File: src/design/rbd_pkg.sv
// Shared types, register codes and sum helpers for the RGBA box downsampler.
`default_nettype none

package rbd_pkg;

  localparam int SUM_W      = 12;
  localparam int IMG_W_BITS = 12;
  localparam int IMG_H_BITS = 13;
  localparam int ROW_W      = 12;
  localparam int CFG_IDX_W  = 2;
  localparam int CFG_DATA_W = 13;
  localparam int MIN_SIZE   = 4;
  localparam int MAX_HEIGHT = 4096;

  localparam logic [IMG_W_BITS-1:0] WIDTH_RST  = 12'd64;
  localparam logic [IMG_H_BITS-1:0] HEIGHT_RST = 13'd64;

  typedef logic [CFG_IDX_W-1:0] cfg_idx_t;

  localparam cfg_idx_t REG_IMAGE_WIDTH  = 2'd0;
  localparam cfg_idx_t REG_IMAGE_HEIGHT = 2'd1;
  localparam cfg_idx_t REG_SHRINK_MODE  = 2'd2;

  typedef struct packed {
    logic [7:0] red_in;
    logic [7:0] green_in;
    logic [7:0] blue_in;
    logic [7:0] alpha_in;
  } pixel_in_t;

  typedef struct packed {
    logic [7:0] red_out;
    logic [7:0] green_out;
    logic [7:0] blue_out;
    logic [7:0] alpha_out;
    logic       frame_last;
  } pixel_out_t;

  typedef struct packed {
    logic [SUM_W-1:0] red;
    logic [SUM_W-1:0] green;
    logic [SUM_W-1:0] blue;
    logic [SUM_W-1:0] alpha;
  } chan_sum_t;

  // Where the pixel sits inside its block, decided at accept time.
  typedef struct packed {
    logic in_block;   // inside the used area
    logic seg_first;  // first column of a block
    logic seg_last;   // last column of a block
    logic row_first;  // first row of a block
    logic row_last;   // last row of a block
    logic frame_end;  // bottom-right pixel of the last block
    logic mode4;      // 4x4 averaging
  } pos_flags_t;

  function automatic chan_sum_t pix_to_sum(input pixel_in_t p);
    chan_sum_t s;
    s.red   = SUM_W'(p.red_in);
    s.green = SUM_W'(p.green_in);
    s.blue  = SUM_W'(p.blue_in);
    s.alpha = SUM_W'(p.alpha_in);
    return s;
  endfunction

  function automatic chan_sum_t sum_add(input chan_sum_t a, input chan_sum_t b);
    chan_sum_t s;
    s.red   = a.red + b.red;
    s.green = a.green + b.green;
    s.blue  = a.blue + b.blue;
    s.alpha = a.alpha + b.alpha;
    return s;
  endfunction

endpackage

`default_nettype wire

File: src/design/rbd_accum.sv
// Pixel register, row and column accumulation, and the result register.
`default_nettype none

module rbd_accum
  import rbd_pkg::*;
#(
  parameter int ADDR_W = 10
) (
  input  wire logic              clk,
  input  wire logic              rst_n,
  input  wire logic              in_valid,
  output logic                   in_ready,
  input  wire pixel_in_t         in_data,
  input  wire pos_flags_t        flags_in,
  input  wire logic [ADDR_W-1:0] addr_in,
  input  wire chan_sum_t         rd_data,
  output logic                   wr_en,
  output logic [ADDR_W-1:0]      wr_addr,
  output chan_sum_t              wr_data,
  output logic                   out_valid,
  input  wire logic              out_ready,
  output pixel_out_t             out_pixel
);

  logic              s1_valid_r;
  pixel_in_t         pix_r;
  pos_flags_t        flags_r;
  logic [ADDR_W-1:0] addr_r;
  chan_sum_t         psum_r;
  logic              out_valid_r;
  pixel_out_t        out_r;

  logic       out_free;
  logic       fire;
  logic       emit;
  chan_sum_t  psum_nxt;
  chan_sum_t  entry;
  pixel_out_t out_nxt;

  assign out_free = !out_valid_r || out_ready;
  assign fire     = s1_valid_r && out_free;
  assign in_ready = !s1_valid_r || fire;

  always_comb begin
    psum_nxt = flags_r.seg_first ? pix_to_sum(pix_r) : sum_add(psum_r, pix_to_sum(pix_r));
    // First row of a block overwrites; stale store contents are never used
    entry    = flags_r.row_first ? psum_nxt : sum_add(rd_data, psum_nxt);
    wr_en    = fire && flags_r.in_block && flags_r.seg_last;
    emit     = wr_en && flags_r.row_last;

    if (flags_r.mode4) begin
      out_nxt.red_out   = entry.red[11:4];
      out_nxt.green_out = entry.green[11:4];
      out_nxt.blue_out  = entry.blue[11:4];
      out_nxt.alpha_out = entry.alpha[11:4];
    end else begin
      out_nxt.red_out   = entry.red[9:2];
      out_nxt.green_out = entry.green[9:2];
      out_nxt.blue_out  = entry.blue[9:2];
      out_nxt.alpha_out = entry.alpha[9:2];
    end
    out_nxt.frame_last = flags_r.frame_end;
  end

  assign wr_addr   = addr_r;
  assign wr_data   = entry;
  assign out_valid = out_valid_r;
  assign out_pixel = out_r;

  always_ff @(posedge clk) begin
    if (!rst_n) begin
      s1_valid_r  <= 1'b0;
      out_valid_r <= 1'b0;
    end else begin
      if (in_ready) begin
        s1_valid_r <= in_valid;
      end
      if (fire && emit) begin
        out_valid_r <= 1'b1;
      end else if (out_ready) begin
        out_valid_r <= 1'b0;
      end
    end
  end

  always_ff @(posedge clk) begin
    if (in_valid && in_ready) begin
      pix_r   <= in_data;
      flags_r <= flags_in;
      addr_r  <= addr_in;
    end
    if (fire && flags_r.in_block) begin
      psum_r <= psum_nxt;
    end
    if (fire && emit) begin
      out_r <= out_nxt;
    end
  end

endmodule

`default_nettype wire

File: config.mk
export PLATFORM = sky130hd
export DESIGN_NAME = rbd_accum
export DESIGN_NICKNAME = d
export VERILOG_FILES = /design/src/design/rbd_pkg.sv /design/src/design/rbd_accum.sv
export SDC_FILE = /design/constraint.sdc
export NUM_CORES = 1
export LEC_CHECK = 0
export ABC_CLOCK_PERIOD_IN_PS = 4400
export BUFFER_PORTS_ARGS = -buffer_cell sky130_fd_sc_hd__buf_4
export CORE_UTILIZATION = 28
export CTS_CLUSTER_SIZE = 14
export DETAILED_ROUTE_END_ITERATION = 7
export PLACE_DENSITY_LB_ADDON = 0.25
export SYNTH_ARGS = -nofsm -noshare
export SYNTH_HDL_FRONTEND = slang
export SYNTH_SLANG_ARGS = --single-unit
File: constraint.sdc
create_clock -name clk -period 4.4 [get_ports clk]
set_input_delay 0.88 -clock clk [delete_from_list [all_inputs] [get_ports clk]]
set_output_delay 0.88 -clock clk [all_outputs]
set_load 0.005 [all_outputs]
======== After elaboration in Yosys (flattened, before gate mapping) ========
Cells that the tools add are included.
cells by class
  $add $sub $neg .......................... 8
  multiply operators ...................... 0
  divide/modulo/power cells ............... 0
  $lt $le $gt $ge ......................... 0
  equality and inequality tests ........... 0
  shift-type cells ........................ 0
  muxes and demuxes ....................... 5
  bitwise logic cells ..................... 0
  reductions and logical operators ........ 11
operators with widths
  cell                 count
  $mux W48             2
  $add A12 B12 Y12     4
  $add A12 B8 Y12      4
  $mux W32             1
  $logic_and A1 B1 Y1  6
  $logic_not A1 Y1     2
  $logic_or A1 B1 Y1   2
  $mux W1              2
  $reduce_bool A2 Y1   1
word-level totals
  bits in registers ....................... 132
  latch bits .............................. 0
  memory bits (writable) .................. 0
  memory bits (read-only) ................. 0
  input port bits ......................... 101
  output and inout port bits .............. 94
  memories kept ........................... 0

======== Depth between registers and ports, before layout ========
  depth after elaboration ................. 8
  gate-level depth with buffers ........... 17
  depth with buffers taken out ............ 17

======== Least setup slack after synthesis ========
OpenSTA, ideal clock, no wires.
  path kind ............................... register to output
  from .................................... register flags_r[5] in the netlist's numbering
  to ...................................... output wr_data[46] in the netlist's numbering
  arrival ................................. 3.308 ns
  required time ........................... 3.520 ns
  slack ................................... 0.212 ns
  stages on the path, launching flop included .. 14
  buffers on the path ..................... 3
  cell sequence ........................... edfxtp_1 clkbuf_1 clkbuf_1 buf_2 mux2_2 ha_1 fa_1 a21oi_1 o21ai_1 a2111oi_0 or3_1 o21ai_1 xor2_1 mux2_2
RTL lines
  element                   line             source
  start: declaration        rbd_accum.sv:27  pos_flags_t flags_r;
  start signal: assignment  rbd_accum.sv:89  flags_r <= flags_in;
  end: declaration          rbd_accum.sv:19  output chan_sum_t wr_data,

==> results by group <==
Timing
  • Unrepaired setup endpoints after global routing: true
  • # setup viols final: 21
  • Final slew viol count: 0
  • Final hold vios: 0
  • Max_slew headroom: 24.1%
  • Final Critical Period: 4.74 ns
  • Final WS setup: -0.340 ns
  • Tcrit/Tclk final: 108%
  • Worst Clk Skew: 0.0105 ns
  • Achievable Freq: 211 MHz
  • Slew @ Worst Pin: 1.14 ns

Critical path
  • Crit path launch: pix_r[8]
  • Critical path class: register to output pin
  • Crit path cell chain: ha_2, fa_2, a21oi_2, buf_4, o2111ai_2, o211ai_1, xor2_1, nor2_2, ha_4, and3_4, a221o_1, a31o_4, mux2i_2, a21oi_2, xor2_1, buf_4
  • Worst Setup End Kind: output pin
  • Crit Path Max Fanout: 4
  • Startpoint Class: register
  • CP max stage cell: edfxtp_1
  • WP data arrival: 3.86 ns
  • CP required: 3.52 ns
  • Crit-path max cell delay: 0.40 ns
  • RR Startpoint: pix_r[24]
  • Worst reg2reg path depth: 27

Floorplanning
  • DIE HEIGHT: 184 um
  • Core Box Area: 32500 um2
  • I/O pins: 195
  • Initial Utilization: 28.5%
  • Cell Rows: 66
  • Full die area: 33800 um2
  • Die span in x: 184 um

Status
  • Failing checks: setup timing
  • Run status: finished with violations

Synthesis
  • Post-synthesis register bit count: 132
  • Seq/Total Area, Yosys: 42.5%
  • Most frequent cells after synthesis: 130 x edfxtp_1, 89 x nor2_1, 76 x ha_1, 63 x nand2_1, 62 x o21ai_0
  • Yosys cell types: 70
  • Mean Syn Cell Area: 10.4 um2
  • Ys async rst share: 0%
  • Syn_nets: 1076
  • Synth area leaders: edfxtp_1 42%, ha_1 10%, nor2_1 3.6%
  • Yosys warns: 0
  • Number of flops mapped to enable cells by yosys: 130
  • Dominant synthesized flop cell: edfxtp_1
  • Cell Area, Synth: 9270 um2
  • Cell taking the most area after synthesis: edfxtp_1
  • Syn Inst Count: 891
  • Most frequent cell after synthesis: edfxtp_1
  • Post-synth top area share: 42.1%

Cells and area
  • Fin util: 42.6%
  • Fillers: 3167
  • Share of cells above drive strength 1: 45.5%
  • Area growth syn-to-layout: 49.5%
  • Nets: 1414
  • # diodes: 0

Clock tree
  • Clock Latency Late Sink: 0.45 ns
  • CTS Buf Count: 17
  • Clk sinks: 132
  • CTS tree: yes
  • Max Buffers Root-to-Sink: 2
  • H-tree levels: 4
  • Worst-path clk slew: 0.06 ns
  • Root buf cell: clkbuf_16
  • Hold_buf cts: 0

Global route
  • Total grt overflow: 0
  • First-pass GRT wire length: 43.8 mm
  • Vias in the first global route: 8304
  • Met3 Resource Use GR: 3.94%
  • Total GRT Usage: 17.2%
  • Most used routing layer in global routing: met2
  • Initial antenna violation count: 0
  • GRT met1 Usage: 21.8%
  • Largest net degree at the start of global routing: 54
  • M2 GR Usage: 28.5%

Job
  • Max-cap violations: 0

Route
  • Pre-Repair DR Iteration Count: 4
  • Initial DRC Count: 297
  • Drt wl/cell: 16.9 um
  • Via count: 8120
  • Vias per inst: 4.82
  • Final wirelength: 28.4 mm
  • Residual DRC: 0
  • ANT nets after route: 0

Place
  • Port Buf Inserts: 194
  • Gpl congestion: 0.845
  • DP HPWL: 19.8 mm
  • Pre-CTS setup slack: -0.226 ns

Hold path
  • Hold depth: 0
  • Hold path start: flags_r[1]
  • HP Class: register to register

Power and ir drop
  • P_leak: 0.00582 uW
  • VDD IR max: 284 uV
  • Final Power: 4820 uW
  • PwrDens: 348 nW/um2
## logic make-up (layout without fill, tap and decap cells)
kind of cell | Yosys count | count (layout) | synth area share, %
XOR/XNOR | 74 | 74 | 6.99
multiplexers | 51 | 51 | 6.61
flip-flops | 132 | 132 | 42.5
adder cells (fa/ha/maj) | 84 | 84 | 12.0
AND/OR/NAND/NOR | 235 | 235 | 11.8
buffers and inverters | 80 | 431 | 3.35
AO/OA/AOI/OAI | 235 | 235 | 16.7
## path summary, 6_finish.rpt
| check | slack [ns] | endpoint |
|---|---|---|
| worst max-delay path | -0.34 | wr_data[23] |
| worst min-delay path | 0.43 | out_pixel[0] |
| worst max register to register | 0.17 | psum_r[40] |
| worst min register to register | 0.43 | out_pixel[0] |
## area by class of cell
class / instances / area, um2 / share of cell area (%)
Sequential cell: 132 / 3940 / 28.4
Clock inverter: 14 / 174 / 1.25
Clock buffer: 18 / 429 / 3.10
Timing Repair Buffer: 346 / 2690 / 19.4
Inverter: 53 / 199 / 1.44
Multi-Input combinational cell: 679 / 5880 / 42.4
Tap cell: 442 / 553 / 3.99
## state kept, by name (all words and copies together), names as in the netlist
name	count
psum_r	48
flags_r	7
pix_r	32
out_valid	1
s1_valid_r	1
out_pixel	33
wr_addr	10
## placed cells by master, fill, tap and decap left out, drive strengths merged, types with 5 or more instances in the layout
cell type	instances
and3	14
a211oi	14
a31oi	7
xnor2	37
clkbuf	18
edfxtp	130
o21ai	71
ha	76
o21bai	7
nor3	21
nand2	63
o21a	8
a21boi	5
xor2	37
a21o	16
a21oi	55
mux2	22
mux4	6
o211ai	10
clkinv	6
nor2b	5
fa	8
or3	9
buf	346
mux2i	23
nand3	12
nor2	89
o2111ai	8
inv	57
## power by group
part | total (uW) | leakage, uW | internal, uW | switching (uW)
sequential | 1490 | 0.00124 | 1460 | 29.9
combinational | 1800 | 0.00429 | 965 | 837
clock | 1530 | 0.000296 | 898 | 630
total | 4820 | 0.00582 | 3330 | 1500
## critical path: cells and delay by family, from the launching register on
kind,cells,cell delay (ns)
compound gates,6,1.08
xor+xnor,2,0.29
fa+ha+maj,3,0.82
buf+inv,2,0.28
flops,1,0.40
mux,1,0.20
simple gates,2,0.36
## timing repair
item | CTS | global route
resized for setup | 142 | 79
pin swaps | 74 | 69
setup endpoints to repair | 28 | 29
buffers inserted | 46 | 21
gates cloned | 0 | 0
## routing by layer
layer | vias to the layer above | part of all wire (%)
li1 | 4008 | -
met1 | 3881 | 46
met3 | 33 | 5.1
met2 | 198 | 47
met5 | - | 0
met4 | 0 | 2.1
## through the flow
stage          area (um2)  hold slack, ns  instances  setup TNS (ns)
2_1_floorplan        9270           0.400        891               0
3_5_place_dp        11900           0.415       1594           -1.20
4_1_cts             13400           0.431       1672           -4.98
5_1_grt             13900           0.432       1684           -8.74
6_report            13900           0.425       1684           -3.72
3_3_place_gp        11900           0.410       1594          -0.730
No activity file was read; power rests on OpenSTA's default activity.
