[src/design/rbd_pkg.sv]
// Shared types, register codes and sum helpers for the RGBA box downsampler.
`default_nettype none

package rbd_pkg;

  localparam int SUM_W      = 12;
  localparam int IMG_W_BITS = 12;
  localparam int IMG_H_BITS = 13;
  localparam int ROW_W      = 12;
  localparam int CFG_IDX_W  = 2;
  localparam int CFG_DATA_W = 13;
  localparam int MIN_SIZE   = 4;
  localparam int MAX_HEIGHT = 4096;

  localparam logic [IMG_W_BITS-1:0] WIDTH_RST  = 12'd64;
  localparam logic [IMG_H_BITS-1:0] HEIGHT_RST = 13'd64;

  typedef logic [CFG_IDX_W-1:0] cfg_idx_t;

  localparam cfg_idx_t REG_IMAGE_WIDTH  = 2'd0;
  localparam cfg_idx_t REG_IMAGE_HEIGHT = 2'd1;
  localparam cfg_idx_t REG_SHRINK_MODE  = 2'd2;

  typedef struct packed {
    logic [7:0] red_in;
    logic [7:0] green_in;
    logic [7:0] blue_in;
    logic [7:0] alpha_in;
  } pixel_in_t;

  typedef struct packed {
    logic [7:0] red_out;
    logic [7:0] green_out;
    logic [7:0] blue_out;
    logic [7:0] alpha_out;
    logic       frame_last;
  } pixel_out_t;

  typedef struct packed {
    logic [SUM_W-1:0] red;
    logic [SUM_W-1:0] green;
    logic [SUM_W-1:0] blue;
    logic [SUM_W-1:0] alpha;
  } chan_sum_t;

  // Where the pixel sits inside its block, decided at accept time.
  typedef struct packed {
    logic in_block;   // inside the used area
    logic seg_first;  // first column of a block
    logic seg_last;   // last column of a block
    logic row_first;  // first row of a block
    logic row_last;   // last row of a block
    logic frame_end;  // bottom-right pixel of the last block
    logic mode4;      // 4x4 averaging
  } pos_flags_t;

  function automatic chan_sum_t pix_to_sum(input pixel_in_t p);
    chan_sum_t s;
    s.red   = SUM_W'(p.red_in);
    s.green = SUM_W'(p.green_in);
    s.blue  = SUM_W'(p.blue_in);
    s.alpha = SUM_W'(p.alpha_in);
    return s;
  endfunction

  function automatic chan_sum_t sum_add(input chan_sum_t a, input chan_sum_t b);
    chan_sum_t s;
    s.red   = a.red + b.red;
    s.green = a.green + b.green;
    s.blue  = a.blue + b.blue;
    s.alpha = a.alpha + b.alpha;
    return s;
  endfunction

endpackage

`default_nettype wire

[src/design/rbd_pos_track.sv]
// Config registers and raster position counters; flags each accepted pixel.
`default_nettype none

module rbd_pos_track
  import rbd_pkg::*;
#(
  parameter int MAX_WIDTH = 2048
) (
  input  wire logic                     clk,
  input  wire logic                     rst_n,
  input  wire logic                     cfg_valid,
  input  wire cfg_idx_t                 cfg_index,
  input  wire logic [CFG_DATA_W-1:0]    cfg_data,
  input  wire logic                     in_accept,
  output pos_flags_t                    flags,
  output logic [$clog2(MAX_WIDTH/2)-1:0] blk_addr
);

  localparam int COL_W  = $clog2(MAX_WIDTH);
  localparam int ADDR_W = $clog2(MAX_WIDTH / 2);
  localparam int LEN_W  = ($clog2(MAX_WIDTH + 1) > IMG_W_BITS) ?
                          $clog2(MAX_WIDTH + 1) : IMG_W_BITS;

  logic [IMG_W_BITS-1:0] img_width_r;
  logic [IMG_H_BITS-1:0] img_height_r;
  logic                  mode_r;
  logic [COL_W-1:0]      col_r;
  logic [ROW_W-1:0]      row_r;

  logic [LEN_W-1:0]      width_ext;
  logic [LEN_W-1:0]      len_eff;
  logic [LEN_W-1:0]      used_w;
  logic [LEN_W-1:0]      col_ext;
  logic [LEN_W-1:0]      col_inc;
  logic [IMG_H_BITS-1:0] hgt_eff;
  logic [IMG_H_BITS-1:0] used_h;
  logic [IMG_H_BITS-1:0] row_ext;
  logic [IMG_H_BITS-1:0] row_inc;
  logic [COL_W-1:0]      blk_idx;
  logic                  line_end;
  logic                  frame_wrap;

  always_comb begin
    width_ext = LEN_W'(img_width_r);
    if (width_ext < LEN_W'(MIN_SIZE)) begin
      len_eff = LEN_W'(MIN_SIZE);
    end else if (width_ext > LEN_W'(MAX_WIDTH)) begin
      len_eff = LEN_W'(MAX_WIDTH);
    end else begin
      len_eff = width_ext;
    end

    if (img_height_r < IMG_H_BITS'(MIN_SIZE)) begin
      hgt_eff = IMG_H_BITS'(MIN_SIZE);
    end else if (img_height_r > IMG_H_BITS'(MAX_HEIGHT)) begin
      hgt_eff = IMG_H_BITS'(MAX_HEIGHT);
    end else begin
      hgt_eff = img_height_r;
    end

    // Drop trailing columns and rows that do not fill a block
    used_w = mode_r ? {len_eff[LEN_W-1:2], 2'b00} : {len_eff[LEN_W-1:1], 1'b0};
    used_h = mode_r ? {hgt_eff[IMG_H_BITS-1:2], 2'b00}
                    : {hgt_eff[IMG_H_BITS-1:1], 1'b0};

    col_ext = LEN_W'(col_r);
    col_inc = col_ext + LEN_W'(1);
    row_ext = IMG_H_BITS'(row_r);
    row_inc = row_ext + IMG_H_BITS'(1);

    flags.in_block  = (col_ext < used_w) && (row_ext < used_h);
    flags.seg_first = mode_r ? (col_r[1:0] == 2'b00) : !col_r[0];
    flags.seg_last  = mode_r ? (col_r[1:0] == 2'b11) : col_r[0];
    flags.row_first = mode_r ? (row_r[1:0] == 2'b00) : !row_r[0];
    flags.row_last  = mode_r ? (row_r[1:0] == 2'b11) : row_r[0];
    flags.frame_end = (col_inc == used_w) && (row_inc == used_h);
    flags.mode4     = mode_r;

    blk_idx  = mode_r ? (col_r >> 2) : (col_r >> 1);
    blk_addr = blk_idx[ADDR_W-1:0];

    line_end   = (col_inc >= len_eff);
    frame_wrap = (row_inc >= hgt_eff);
  end

  always_ff @(posedge clk) begin
    if (!rst_n) begin
      img_width_r  <= WIDTH_RST;
      img_height_r <= HEIGHT_RST;
      mode_r       <= 1'b0;
      col_r        <= '0;
      row_r        <= '0;
    end else if (cfg_valid) begin
      unique case (cfg_index)
        REG_IMAGE_WIDTH: begin
          img_width_r <= cfg_data[IMG_W_BITS-1:0];
          col_r       <= '0;
          row_r       <= '0;
        end
        REG_IMAGE_HEIGHT: begin
          img_height_r <= cfg_data;
          col_r        <= '0;
          row_r        <= '0;
        end
        REG_SHRINK_MODE: begin
          mode_r <= cfg_data[0];
          col_r  <= '0;
          row_r  <= '0;
        end
        default: begin
        end
      endcase
    end else if (in_accept) begin
      if (line_end) begin
        col_r <= '0;
        row_r <= frame_wrap ? '0 : row_inc[ROW_W-1:0];
      end else begin
        col_r <= col_r + COL_W'(1);
      end
    end
  end

endmodule

`default_nettype wire

[config.mk]
export PLATFORM = sky130hd
export DESIGN_NAME = rbd_pos_track
export DESIGN_NICKNAME = d
export VERILOG_FILES = /design/src/design/rbd_pkg.sv /design/src/design/rbd_pos_track.sv
export SDC_FILE = /design/constraint.sdc
export NUM_CORES = 1
export LEC_CHECK = 0
export ABC_AREA = 1
export BUFFER_PORTS_ARGS = -buffer_cell sky130_fd_sc_hd__buf_2
export CORE_UTILIZATION = 45
export DETAILED_ROUTE_END_ITERATION = 10
export GPL_TIMING_DRIVEN = 0
export HOLD_SLACK_MARGIN = 0.03
export SYNTH_ARGS = -nofsm -noshare
export SYNTH_HDL_FRONTEND = slang
export SYNTH_SLANG_ARGS = --single-unit
export TNS_END_PERCENT = 20
[constraint.sdc]
create_clock -name clk -period 3.4 [get_ports clk]
set_input_delay 0.17 -clock clk [delete_from_list [all_inputs] [get_ports clk]]
set_output_delay 0.17 -clock clk [all_outputs]
set_load 0.1 [all_outputs]
# Word level (Yosys, flattened, before mapping)
# Cells that the tools add are included.
op_classes:
  addsub: 3
  order_cmp: 8
  eq_ne: 7
  muxes: 20
  n_reduce_logical: 15
op_table:
  columns: ["operator", "count"]
  rows:
  - ["12-bit two-way mux", 7]
  - ["11-bit two-way mux", 4]
  - ["13-bit two-way mux", 2]
  - ["12-bit by 1-bit adder with 13-bit output (second input constant)", 1]
  - ["13-bit equality test", 1]
  - ["13-bit >= comparator", 1]
  - ["13-bit > comparator (second input constant)", 1]
  - ["12-bit by 13-bit less-than comparator with 1-bit output", 1]
  - ["13-bit by 3-bit less-than comparator with 1-bit output (second input constant)", 1]
  - ["11-bit by 1-bit adder with 12-bit output (second input constant)", 1]
  - ["12-bit equality test", 1]
  - ["12-bit >= comparator", 1]
  - ["12-bit > comparator (second input constant)", 1]
  - ["11-bit by 12-bit less-than comparator with 1-bit output", 1]
  - ["12-bit by 3-bit less-than comparator with 1-bit output (second input constant)", 1]
  - ["11-bit by 1-bit adder with 11-bit output (second input constant)", 1]
  - ["10-bit two-way mux", 1]
  - ["2-bit AND reduction", 4]
  - ["2-bit equality test (second input constant)", 3]
  - ["2-bit zero test", 3]
  - ["1-bit two-way mux", 4]
  - ["2-bit two-way mux", 2]
  - ["2-bit nonzero test", 2]
  - ["3-bit AND reduction", 1]
  - ["other kinds (5)", 7]
totals:
  ff_bits: 49
  input_bits: 19
  word_cells: 58

# Longest topological paths before layout
depth:
  word_depth: 8
  mapped_depth: 21

# Worst setup path after synthesis
# Ideal clock, no wire load.
synth_path:
  path_type: "reg-to-output"
  start: "register col_r[0]"
  end: "output port flags[1] in the netlist's numbering"
  arrival_time_ns: 3.447
  required_ns: 3.230
  slack_ns: -0.217
  stages_incl_launch_ff: 16
  path_cell_list: "dfxtp_1 > ha_1 > nand3_1 > nor2_2 > nand2_1 > nor2_1 > xor2_1 > inv_1 > ha_1 > nand2_1 > nor2_2 > and2_1 > nand4_1 > nor4_1 > nand3_1 > nor2_1"
synth_lines:
  columns: ["element", "line_no", "source"]
  rows:
  - ["start, declared", "rbd_pos_track.sv:27", "logic [COL_W-1:0] col_r;"]
  - ["start signal, assigned", "rbd_pos_track.sv:118", "col_r <= col_r + COL_W'(1);"]
  - ["end, declared", "rbd_pos_track.sv:15", "output pos_flags_t flags,"]

==> impl_metrics.py <==
metrics = {
    "outcome": {
        "status": "finished clean",
    },
    "floorplanning": {
        "row_count": 33,
        "fp.dieArea_um2": 8900,
        "io_pins": 36,
        "fp.dieW_um": 94.4,
        "initial_core_util_pct": 46.7,
        "core_area_um2": 8220,
        "die_h_um": 94.4,
    },
    "setup_path": {
        "cp-end-kind": "primary output",
        "arrival_ns": 3.14,
        "timing.rr.start": "row_r[0]$_SDFFE_PN0P_",
        "startpoint_type": "flop",
        "cp.required_ns": 3.23,
        "rr_endpoint": "row_r[11]$_SDFFE_PN0P_",
        "cp-startpoint": "col_r[1]$_SDFFE_PN0P_",
        "crit_fanout": 3,
        "path_class": "reg -> out",
        "reg2reg_depth": 18,
        "regToRegSetupSlack_ns": 0.49,
    },
    "routing": {
        "wirelength_um": 10200,
        "wl_met2_um": 4410,
        "drt-met1-wl_um": 5340,
        "route.met3.wl_um": 316,
        "viasPerCell": 5.09,
        "wire_per_inst_um": 13.7,
        "drc": 0,
        "first_pass_iters": 5,
        "ant_nets": 0,
        "num_vias": 3774,
        "route.top_layer_used": "met4",
        "initialDrtViolationCount": 143,
    },
    "sta": {
        "worst_hold_slack_ns": 0.102,
        "finalMaxSlewViolations": 0,
        "fin_crit_ns": 3.31,
        "hold_viol": 0,
        "worst_slack_ns": 0.0885,
        "tns_ns": 0,
        "rsz0062_at_grt": "true",
        "fmax_mhz": 302,
        "slew_headroom_pct": 65.1,
        "post-route-period-util_pct": 97.4,
        "clock_skew_ns": 0.00415,
        "setup_viol_count_final": 0,
        "worst_slew_pin_slew_ns": 0.524,
    },
    "pwr": {
        "power.density_nw_per_um2": 372,
        "p_leak_nw": 2.22,
        "vdd_drop_max_v": 0.000178,
        "power_mw": 1.65,
    },
    "grt": {
        "grt_pass1_vias": 3527,
        "grt_max_degree": 16,
        "overflow": 0,
        "grt_usage_pct": 24.2,
        "grt_pass1_wl_um": 16800,
        "antenna_found_initial": 0,
    },
    "clock_network": {
        "clock-root-buffer": "clkbuf_8",
        "cts-htree-levels": 2,
        "cts_buffer_depth": 2,
        "cts_made_buffers": 5,
        "clkSlewWorstSetupHoldPaths_ns": 0.10,
        "clk_latency_ns": 0.31,
        "cts_tree": "done",
        "cts_sinks": 49,
    },
    "place": {
        "io_buffers": 35,
        "place_inst": 724,
        "place_area_um2": 4150,
        "gp_congestion": 0.883,
        "dpl_worst_slack_ns": -0.00606,
        "dp_hpwl_um": 8160,
    },
    "worst_hold_path": {
        "hold_end": "img_width_r[6]$_SDFFE_PN1P_",
        "holdCritPathClass": "in -> reg",
        "hp-start": "cfg_data[6]",
        "hold_depth": 3,
    },
    "cells_and_area": {
        "antennaDiodeCount": 0,
        "fin_cells": 741,
        "layout_commonest_cell": "nand2_1",
        "nets": 702,
        "drive_gt1_share_pct": 18.2,
        "nFillCells": 872,
        "mostFrequentLayoutCells": "nand2_1, nor2_1, inv_1",
        "utilization_pct": 54.0,
        "design_area_um2": 4440,
        "syn_to_final_growth_pct": 15.6,
    },
    "yosys": {
        "yosysWarningCount": 0,
        "synth_cells": 584,
        "ys.flop_type": "dfxtp_1",
        "syn_nets": 651,
        "yosysTopAreaCell": "dfxtp_1",
        "ys_seq_elements": 49,
        "ys_top_cells_by_area": "dfxtp_1, ha_1, nand2_1, nor2_1, inv_1",
        "synthDominantCellAreaShare_pct": 25.6,
        "async_reset_ff_share_pct": 0,
        "synth_cell_types": 37,
        "yosysSeqAreaShare_pct": 25.6,
        "synth_area_um2": 3840,
        "synth_edf_count": 0,
        "avgSynthCellArea_um2": 6.57,
    },
    "flow_run": {
        "maxCapViolations": 0,
    },
}
[cells in the mapped netlist (2+ instances only)]
cell type  instances
dfxtp_1           49
xor2_1            11
nor3_2             2
ha_1              48
nor3_4             2
inv_2             10
o21ai_1            5
nor3_1             9
a21oi_1           33
nor4_1             3
nand2_2            4
nand3_1           16
nor2_1            71
nand4_1            7
o21ai_0           45
nor2_4             2
nand3_2            5
nor2_2             7
nand2_1          160
xor2_2             2
buf_4              2
clkbuf_1           9
a21o_1             2
inv_1             67
[cell families (layout without fill, tap and decap cells)]
group / count (synthesis) / after routing / share of synthesized area [%]
compound gates: 89 / 89 / 12.0
buf+inv: 91 / 143 / 9.32
flops: 49 / 49 / 25.6
simple gates: 293 / 293 / 33.9
fa+ha+maj: 48 / 48 / 15.6
xor+xnor: 14 / 14 / 3.59
[worst max-delay path, stage by stage (launching register included)]
cell and delay, ns:
dfxtp_4 0.37, buf_4 0.12, inv_2 0.04, nor3_4 0.25
nand4_1 0.22, xor2_1 0.23, ha_1 0.33, nand2_2 0.08
nor2_4 0.14, and2_4 0.17, nand4_1 0.13, nor4_4 0.30
nand3_1 0.11, nor2_2 0.17, buf_12 0.19
[flip-flops by register name (all words and copies together), names as in the netlist]
name / flops
img_height_r: 13
img_width_r: 12
row_r: 12
col_r: 11
mode_r: 1
[area by class of cell]
type / instances / area, um^2 / area share (%)
plain buffers: 13 / 68.8 / 1.55
clock buffers: 6 / 72.6 / 1.63
clock inverters: 2 / 15.0 / 0.338
inverters: 78 / 293 / 6.60
multi-input cells: 444 / 2600 / 58.5
flip-flops and latches: 49 / 1000 / 22.5
well taps: 105 / 131 / 2.96
repair buffers: 44 / 260 / 5.86
[how the worst max path moves through the flow]
stage,end,slack (ns),cells after the start
floorplan,flags[6],0.005,13
finish,flags[1],0.09,14
global route,flags[1],-0.12,16
global placement,flags[1],-0.06,16
CTS,flags[1],0.001,16
detailed placement,flags[1],-0.006,16
[routing by layer]
layer,track usage [%],vias up
met3,2.74,8
met1,35.5,1727
li1,-,1969
met4,5.26,0
met2,38.0,70
met5,0,-
[power breakdown]
part           internal (mW)  switching [mW]
Clock                  0.146           0.219
Combinational          0.187           0.459
Sequential             0.607          0.0334
Total                  0.940           0.711
[timing repair]
action                     4_1_cts  5_1_grt
hold endpoints to repair         0        0
pin swaps                        0       14
setup endpoints to repair        1        2
buffers inserted                 0        9
hold buffers                     0        0
resized for setup                8       32
(Power assumes the default switching activity.)
